==> config.mk <==
export PLATFORM = sky130hd
export DESIGN_NAME = peer_liveness_leader_election_core
export DESIGN_NICKNAME = d
export VERILOG_FILES = /design/src/design/plle_pkg.sv /design/src/design/peer_liveness_leader_election_core.sv
export SDC_FILE = /design/constraint.sdc
export NUM_CORES = 2
export LEC_CHECK = 0
export ABC_AREA = 1
export BUFFER_PORTS_ARGS = -buffer_cell sky130_fd_sc_hd__buf_2
export CAP_MARGIN = 20
export CORE_MARGIN = 2
export CORE_UTILIZATION = 33
export DETAILED_ROUTE_END_ITERATION = 12
export GPL_ROUTABILITY_DRIVEN = 0
export SYNTH_ARGS = -nofsm -noshare
export SYNTH_HDL_FRONTEND = slang
export SYNTH_SLANG_ARGS = --single-unit
==> constraint.sdc <==
create_clock -name clk -period 13.71 [get_ports clk]
set_input_delay 1.371 -clock clk [delete_from_list [all_inputs] [get_ports clk]]
set_output_delay 1.371 -clock clk [all_outputs]
set_load 0.02 [all_outputs]
==> src/design/plle_pkg.sv <==
package plle_pkg;

	// opcodes of an input request
	localparam logic [1:0] OP_MSG   = 2'd0;
	localparam logic [1:0] OP_TICK  = 2'd1;
	localparam logic [1:0] OP_CHECK = 2'd2;

	// configuration register indexes
	localparam logic [2:0] CFG_OWN_ID  = 3'd0;
	localparam logic [2:0] CFG_RANGE   = 3'd1;
	localparam logic [2:0] CFG_TIMEOUT = 3'd2;
	localparam logic [2:0] CFG_OWN_X   = 3'd3;
	localparam logic [2:0] CFG_OWN_Y   = 3'd4;
	localparam logic [2:0] CFG_OWN_Z   = 3'd5;

	localparam logic signed [3:0] LEADER_NONE = -4'sd1;
	localparam logic [15:0] AGE_MAX = 16'hffff;

	localparam logic [33:0] RANGE_RST   = 34'd2359296;
	localparam logic [15:0] TIMEOUT_RST = 16'd30;

	typedef enum logic [3:0] {
		ST_IDLE,
		ST_DIFF,
		ST_MUL,
		ST_ACC,
		ST_RANGE,
		ST_TICK,
		ST_CHECK,
		ST_ELECT,
		ST_DONE
	} state_t;

endpackage

==> src/design/peer_liveness_leader_election_core.sv <==
// sequence: a status message passes three times through subtract, square and accumulate
// on one 17x17 multiplier, then the range compare; a tick walks the peer table once, a
// check walks it, then may walk it again for the election (one peer slot a cycle)
// one request at a time: the next is taken in the cycle after the result is registered
// reset: arst_n clears the sequencer, peer table and leader at once and loads register defaults
module peer_liveness_leader_election_core import plle_pkg::*; #(
	parameter int NUM_NODES = 8
) (
	input  logic                clk,
	input  logic                arst_n,
	// request channel
	input  logic                in_valid,
	output logic                in_stall,
	input  logic [1:0]          opcode,
	input  logic [2:0]          peer_id,
	input  logic signed [15:0]  peer_x,
	input  logic signed [15:0]  peer_y,
	input  logic signed [15:0]  peer_z,
	input  logic signed [3:0]   peer_claim,
	// result channel
	output logic                out_valid,
	input  logic                out_stall,
	output logic signed [3:0]   leader,
	output logic [7:0]          connected_mask,
	output logic                message_accepted,
	output logic                leader_changed,
	// configuration write channel
	input  logic                cfg_valid,
	output logic                cfg_ready,
	input  logic [2:0]          cfg_index,
	input  logic [33:0]         cfg_data
);

	localparam int IW = (NUM_NODES > 2) ? $clog2(NUM_NODES) : 1;

	// configuration registers
	logic [2:0]         own_id_q;
	logic [33:0]        range_q;
	logic [15:0]        timeout_q;
	logic signed [15:0] own_x_q, own_y_q, own_z_q;

	// peer table and election state
	logic [NUM_NODES-1:0] conn_q;
	logic [15:0]          age_q [NUM_NODES];
	logic signed [3:0]    claimed_q [NUM_NODES];
	logic signed [3:0]    leader_q;

	// latched request
	logic [1:0]         op_q;
	logic [2:0]         pid_q;
	logic signed [15:0] px_q, py_q, pz_q;
	logic signed [3:0]  claim_q;
	logic signed [3:0]  before_q;

	// sequencer and shared arithmetic
	state_t             state_q, state_d;
	logic [IW-1:0]      idx_q;
	logic [1:0]         axis_q;
	logic signed [16:0] diff_q;
	logic [31:0]        prod_q;
	logic [33:0]        acc_q;
	logic               hit_q;
	logic               any_q;
	logic [IW-1:0]      first_q;

	// result register
	logic               out_valid_q;
	logic signed [3:0]  out_leader_q;
	logic [7:0]         out_mask_q;
	logic               out_acc_q;
	logic               out_chg_q;

	// combinational helpers
	logic               accept;
	logic               load_out;
	logic               walk_last;
	logic               axis_last;
	logic [IW-1:0]      pid_idx;
	logic               pid_ok;
	logic               msg_store;
	logic signed [15:0] coord_peer, coord_own;
	logic signed [33:0] prod_w;
	logic signed [3:0]  claim_cur;
	logic               adopt;
	logic               keep_leader;
	logic signed [3:0]  lowest;
	logic               survive;
	logic [7:0]         mask_w;

	// alive set: own id plus every connected peer slot
	function automatic logic is_alive(input logic signed [3:0] id, input logic [2:0] own,
			input logic [NUM_NODES-1:0] conn);
		logic [IW-1:0] ix;
		logic          res;
		ix = IW'({{IW{1'b0}}, id});
		if (id[3]) begin
			res = 1'b0;
		end else if (id[2:0] == own) begin
			res = 1'b1;
		end else if (32'(id[2:0]) >= NUM_NODES) begin
			res = 1'b0;
		end else begin
			res = conn[ix];
		end
		return res;
	endfunction

	assign accept    = in_valid && !in_stall;
	assign load_out  = (state_q == ST_DONE) && (!out_valid_q || !out_stall);
	assign walk_last = (idx_q == IW'(NUM_NODES - 1));
	assign axis_last = (axis_q == 2'd2);

	// sender slot, ignored when it is our own id or beyond the table
	assign pid_idx   = IW'({{IW{1'b0}}, pid_q});
	assign pid_ok    = (pid_q != own_id_q) && (32'(pid_q) < NUM_NODES);
	assign msg_store = (state_q == ST_RANGE) && pid_ok && (acc_q <= range_q);

	// axis select feeding the shared subtractor
	always_comb begin
		unique case (axis_q)
			2'd0: begin
				coord_peer = px_q;
				coord_own  = own_x_q;
			end
			2'd1: begin
				coord_peer = py_q;
				coord_own  = own_y_q;
			end
			default: begin
				coord_peer = pz_q;
				coord_own  = own_z_q;
			end
		endcase
	end

	// the one multiplier: |diff| < 2^16, so the square fits in 32 bits
	assign prod_w = diff_q * diff_q;

	// election walk decisions
	assign claim_cur   = claimed_q[idx_q];
	assign adopt       = conn_q[idx_q] && !claim_cur[3] && (claim_cur != leader_q)
		&& is_alive(claim_cur, own_id_q, conn_q);
	assign keep_leader = (leader_q != LEADER_NONE) && is_alive(leader_q, own_id_q, conn_q);
	assign lowest      = (32'(first_q) < 32'(own_id_q)) ? 4'(first_q) : {1'b0, own_id_q};

	// a peer that is still connected after the timeout test
	assign survive = conn_q[idx_q] && !(age_q[idx_q] > timeout_q);

	// only the first eight slots are shown in the mask
	for (genvar g = 0; g < 8; g++) begin : g_mask
		if (g < NUM_NODES) begin : g_on
			assign mask_w[g] = conn_q[g];
		end else begin : g_off
			assign mask_w[g] = 1'b0;
		end
	end

	// sequencer
	always_ff @(posedge clk or negedge arst_n) begin
		if (!arst_n) begin
			state_q <= ST_IDLE;
		end else begin
			state_q <= state_d;
		end
	end

	always_comb begin
		state_d   = state_q;
		in_stall  = 1'b1;
		cfg_ready = 1'b0;
		unique case (state_q)
			ST_IDLE: begin
				in_stall  = 1'b0;
				cfg_ready = 1'b1;
				if (in_valid) begin
					unique case (opcode)
						OP_MSG:   state_d = ST_DIFF;
						OP_TICK:  state_d = ST_TICK;
						OP_CHECK: state_d = ST_CHECK;
						default:  state_d = ST_DONE;
					endcase
				end
			end
			ST_DIFF:  state_d = ST_MUL;
			ST_MUL:   state_d = ST_ACC;
			ST_ACC:   state_d = axis_last ? ST_RANGE : ST_DIFF;
			ST_RANGE: state_d = ST_DONE;
			ST_TICK: begin
				if (walk_last) begin
					state_d = ST_DONE;
				end
			end
			ST_CHECK: begin
				// a lone node keeps its leader, so the election is skipped
				if (walk_last) begin
					state_d = (any_q || survive) ? ST_ELECT : ST_DONE;
				end
			end
			ST_ELECT: begin
				if (adopt || walk_last) begin
					state_d = ST_DONE;
				end
			end
			ST_DONE: begin
				if (load_out) begin
					state_d = ST_IDLE;
				end
			end
			default: state_d = ST_IDLE;
		endcase
	end

	// configuration registers
	always_ff @(posedge clk or negedge arst_n) begin
		if (!arst_n) begin
			own_id_q  <= '0;
			range_q   <= RANGE_RST;
			timeout_q <= TIMEOUT_RST;
			own_x_q   <= '0;
			own_y_q   <= '0;
			own_z_q   <= '0;
		end else if (cfg_valid && cfg_ready) begin
			unique case (cfg_index)
				CFG_OWN_ID:  own_id_q  <= cfg_data[2:0];
				CFG_RANGE:   range_q   <= cfg_data;
				CFG_TIMEOUT: timeout_q <= cfg_data[15:0];
				CFG_OWN_X:   own_x_q   <= cfg_data[15:0];
				CFG_OWN_Y:   own_y_q   <= cfg_data[15:0];
				CFG_OWN_Z:   own_z_q   <= cfg_data[15:0];
				default: ;
			endcase
		end
	end

	// request latch and arithmetic registers
	always_ff @(posedge clk) begin
		if (accept) begin
			op_q     <= opcode;
			pid_q    <= peer_id;
			px_q     <= peer_x;
			py_q     <= peer_y;
			pz_q     <= peer_z;
			claim_q  <= peer_claim;
			before_q <= leader_q;
		end
		if (state_q == ST_DIFF) begin
			diff_q <= {coord_peer[15], coord_peer} - {coord_own[15], coord_own};
		end
		if (state_q == ST_MUL) begin
			prod_q <= prod_w[31:0];
		end
	end

	// counters, walk flags and the peer table
	always_ff @(posedge clk or negedge arst_n) begin
		if (!arst_n) begin
			idx_q    <= '0;
			axis_q   <= '0;
			acc_q    <= '0;
			hit_q    <= 1'b0;
			any_q    <= 1'b0;
			first_q  <= '0;
			conn_q   <= '0;
			leader_q <= LEADER_NONE;
			for (int i = 0; i < NUM_NODES; i++) begin
				age_q[i]     <= '0;
				claimed_q[i] <= LEADER_NONE;
			end
		end else begin
			if (accept) begin
				idx_q  <= '0;
				axis_q <= '0;
				acc_q  <= '0;
				hit_q  <= 1'b0;
				any_q  <= 1'b0;
			end
			unique case (state_q)
				ST_ACC: begin
					acc_q  <= acc_q + 34'(prod_q);
					axis_q <= axis_q + 2'd1;
				end
				ST_RANGE: begin
					if (msg_store) begin
						age_q[pid_idx]     <= '0;
						claimed_q[pid_idx] <= claim_q;
						conn_q[pid_idx]    <= 1'b1;
						hit_q              <= 1'b1;
					end
				end
				ST_TICK: begin
					if (age_q[idx_q] != AGE_MAX) begin
						age_q[idx_q] <= age_q[idx_q] + 16'd1;
					end
					idx_q <= walk_last ? '0 : idx_q + IW'(1);
				end
				ST_CHECK: begin
					if (!survive) begin
						conn_q[idx_q] <= 1'b0;
					end
					// first surviving slot gives the lowest peer id
					if (survive && !any_q) begin
						any_q   <= 1'b1;
						first_q <= idx_q;
					end
					idx_q <= walk_last ? '0 : idx_q + IW'(1);
				end
				ST_ELECT: begin
					if (adopt) begin
						leader_q <= claim_cur;
					end else if (walk_last && !keep_leader) begin
						leader_q <= lowest;
					end
					idx_q <= idx_q + IW'(1);
				end
				default: ;
			endcase
		end
	end

	// result register, holds while the consumer stalls
	always_ff @(posedge clk or negedge arst_n) begin
		if (!arst_n) begin
			out_valid_q <= 1'b0;
		end else if (load_out) begin
			out_valid_q <= 1'b1;
		end else if (!out_stall) begin
			out_valid_q <= 1'b0;
		end
	end

	always_ff @(posedge clk) begin
		if (load_out) begin
			out_leader_q <= leader_q;
			out_mask_q   <= mask_w;
			out_acc_q    <= hit_q;
			out_chg_q    <= (leader_q != before_q);
		end
	end

	assign out_valid        = out_valid_q;
	assign leader           = out_leader_q;
	assign connected_mask   = out_mask_q;
	assign message_accepted = out_acc_q;
	assign leader_changed   = out_chg_q;

`ifndef SYNTHESIS
	a_out_from_done: assert property (@(posedge clk) disable iff (!arst_n)
		$rose(out_valid) |-> $past(state_q) == ST_DONE)
		else $error("result raised outside the done state");

	a_store_connects: assert property (@(posedge clk) disable iff (!arst_n)
		msg_store |=> conn_q[$past(pid_idx)])
		else $error("stored message did not connect its peer");

	a_leader_sticks: assert property (@(posedge clk) disable iff (!arst_n)
		leader_q != LEADER_NONE |=> leader_q != LEADER_NONE)
		else $error("leader fell back to none");

	a_hit_only_msg: assert property (@(posedge clk) disable iff (!arst_n)
		(load_out && hit_q) |-> op_q == OP_MSG)
		else $error("message flag set for a non-message request");

	a_walk_bound: assert property (@(posedge clk) disable iff (!arst_n)
		(state_q == ST_TICK || state_q == ST_CHECK || state_q == ST_ELECT)
			|-> 32'(idx_q) < NUM_NODES)
		else $error("walk index beyond the peer table");
`endif

endmodule

==> flow_summary_export.csv <==
group,metric,value,unit
synth,synth.ff_latch_count,443,
floorplanning,ios,116,
clock_tree,insertion_delay,0.64,ns
placement,portBuffers,115,
detailed_routing,drt-total-wl,99070,µm
detailed_routing,routedWlPerCell,17.23,µm
synth,yosysTopAreaCell,"dfrtp_1",
global_route,grt_pass1_vias,28119,
sta,finalSetupViolCount,0,
clock_tree,htreeDepth,2,
clock_tree,max-clock-path-buffers,3,
global_route,grt_max_degree,144,
synth,yosysTopAreaCellShare,0.2037,
final_layout,stdcell_area,0.03798,mm²
floorplanning,rows,118,
synth,yosysUniqueCellTypes,59,
synth,yosysSeqAreaShare,0.3414,
placement,pre_cts_ws,7.193,ns
clock_tree,cts.sinks,443,
worst_hold_path,holdPathStages,2,
floorplanning,die_area,0.1068,mm²
synth,syn-cell-area,0.03440,mm²
placement,place_area,0.03620,mm²
synth,ys_top_cells_by_area,"dfrtp_1 (20%), nand2_1 (15%), fa_1 (15%)",
final_layout,stdcell_count,5750,
clock_tree,post_cts_buffers,0,
job,max-cap-violations,0,
sta,timing_hold_violations_final,0,
synth,ys_async_sr_fraction,0.7269,
sta,fin_ws,7.109,ns
outcome,status,"complete, no violations",
sta,clock.fmax,0.1515,GHz
detailed_routing,drtPass1Iterations,6,
clock_tree,cts_tree,"built",
sta,max_slew.worst_pin.slew,1.225,ns
clock_tree,ctsRootBufferMaster,"clkbuf_16",
sta,finalSetupTns,0,ns
synth,synth_cells,4275,
global_route,grt_antenna_before_repair,4,
placement,dp_hpwl,72390,µm
critical_path,cp-start-kind,"register",
global_route,grt.overflow.total,0,
critical_path,r2r_cells,21,
floorplanning,initial_utilization,0.3324,
floorplanning,core-area,0.1035,mm²
critical_path,timing.critical_path.fanout_max,19,
final_layout,areaGrowthSynthToFinish,10.41,%
synth,synthesis.nets,4826,
critical_path,cp-end-kind,"register",
detailed_routing,vias,28253,
critical_path,critPathKind,"reg -> reg",
detailed_routing,drt_iter0_markers,2623,
placement,dp.cells,5649,
detailed_routing,ant_nets,0,
clock_tree,cts_hold_buffers,0,
sta,finalCritPeriodShare,0.4815,
floorplanning,fp.dieW,326.9,µm
global_route,grt.total_usage,0.1868,
sta,rsz0062_at_grt,"false",
sta,min_period,6.601,ns
global_route,grt_pass1_wl,158000,µm
final_layout,final_nets,4877,
synth,synth_edf_count,121,
worst_hold_path,hold_path.class,"reg -> reg",
synth,ys_warn_count,0,
sta,slew_violations,0,
sta,relSlewSlack,0.1806,
detailed_routing,viasPerCell,4.914,
clock_tree,numCtsBuffers,50,
critical_path,cp.required,14.08,ns
clock_tree,cts_resized,0,
sta,skew,0.06783,ns
synth,synthFlopType,"dfrtp_1",
detailed_routing,drc,0,
final_layout,fill_cells,10659,
final_layout,drive_above_1_share,0.07555,
critical_path,arrival,6.97,ns
clock_tree,clkTransAtPathRegs,0.07,ns
synth,avgSynthCellArea,8.047,µm²
floorplanning,die_h,326.9,µm
[area by class of cell]
class / count / area, µm² / area share
Antenna cell: 2 / 5.005 / 0.0001318
Clock buffer: 65 / 1379 / 0.03630
Clock inverter: 29 / 302.8 / 0.007972
Inverter: 652 / 2457 / 0.06470
Multi-Input combinational cell: 3039 / 19530 / 0.5141
Sequential cell: 443 / 11750 / 0.3092
Tap cell: 1380 / 1727 / 0.04546
Timing Repair Buffer: 140 / 840.8 / 0.02214
[Yosys cell counts, types with 3 or more instances]
cell,instances
a21o_1,17
a21oi_1,188
a22o_1,18
a31oi_1,8
a32oi_1,9
buf_1,4
buf_2,12
buf_4,12
buf_6,14
clkbuf_1,99
dfrtp_1,280
dfstp_2,42
edfxtp_1,121
fa_1,257
ha_1,195
inv_1,631
inv_2,16
inv_4,3
nand2_1,1377
nand2_2,14
nand2_8,8
nand3_1,273
nand3_2,4
nand4_1,20
nor2_1,158
nor2_2,3
nor3_1,26
nor4_1,6
o211ai_1,5
o21a_1,12
o21ai_0,284
o21ai_1,14
o21bai_1,10
o22ai_1,6
o31ai_1,3
o32ai_1,15
or2_2,4
xnor2_1,32
xor2_1,49
[layout by cell type (no fill, tap or decap), types with 18 or more instances in the layout]
| cell type | n |
|---|---|
| nand2_1 | 1376 |
| inv_1 | 630 |
| o21ai_0 | 284 |
| dfrtp_1 | 279 |
| nand3_1 | 273 |
| fa_1 | 257 |
| ha_1 | 195 |
| a21oi_1 | 188 |
| nor2_1 | 156 |
| edfxtp_1 | 121 |
| buf_2 | 114 |
| clkbuf_16 | 51 |
| xor2_1 | 49 |
| dfstp_2 | 42 |
| xnor2_1 | 32 |
| nor3_1 | 25 |
| nand4_1 | 20 |
| buf_4 | 20 |
| a22o_1 | 18 |
[per-layer routing]
layer  vias to the layer above  wire (µm)  part of all wire  global-route usage
met5                         -         21           0.00021                   0
met4                         4       3605             0.036             0.06562
met3                       162       6121             0.062             0.02684
met2                       870      45880              0.46              0.3032
met1                     13549      43440              0.44              0.2546
li1                      13668          -                 -                   -
[metrics by stage]
stage          hold slack (ns)  utilization
3_5_place_dp            0.4648       0.3498
5_1_grt                 0.4989       0.3670
2_1_floorplan           0.4244            -
3_3_place_gp            0.4627       0.3497
4_1_cts                 0.4818       0.3660
6_report                0.4766       0.3670
[final timing paths]
check	slack (ns)	startpoint	to
max reg2reg	7.11	diff_q[2]	prod_q[29]
max in group asynchronous	10.64	arst_n	own_y_q[10]
min reg2reg	0.48	age_q[83]	age_q[83]
min in group asynchronous	0.78	arst_n	out_valid
min	0.48	age_q[83]	age_q[83]
max	7.11	diff_q[2]	prod_q[29]
[cells by family after synthesis]
family | synth area share
AOI/OAI and AO/OA | 0.09882
and+or+nand+nor | 0.2271
DFF | 0.3414
xor gates and xnor gates | 0.02062
buffers and inverters | 0.09158
adders and majority gates | 0.2205
[registers in the layout, indices dropped and copies added (netlist names), 4 cells and up]
name	flops
leader_q	4
acc_q	34
claimed_q	32
before_q	4
own_x_q	16
connected_mask	8
range_q	34
py_q	16
claim_q	4
conn_q	8
px_q	16
age_q	128
timeout_q	16
prod_q	31
leader	4
pz_q	16
diff_q	17
own_z_q	16
own_y_q	16
state_q	4
[critical path, cell delays in order (launching register included)]
cell and delay, ns:
edfxtp_1 0.76, nand2_1 0.27, inv_1 0.11, fa_1 0.70, inv_1 0.13, fa_1 0.77
inv_1 0.17, fa_1 0.49, fa_1 0.57, fa_1 0.43, fa_1 0.45, ha_1 0.37
nand2_1 0.11, nor2_1 0.14, and2_1 0.16, nand2_1 0.06, o211ai_1 0.28, nand2_1 0.09
nand2_1 0.11, nand2_1 0.06, nand2_1 0.07, xor2_1 0.06
Power is not shown: default switching activity piles up to over one toggle a cycle in this logic, so the estimate is an artifact.
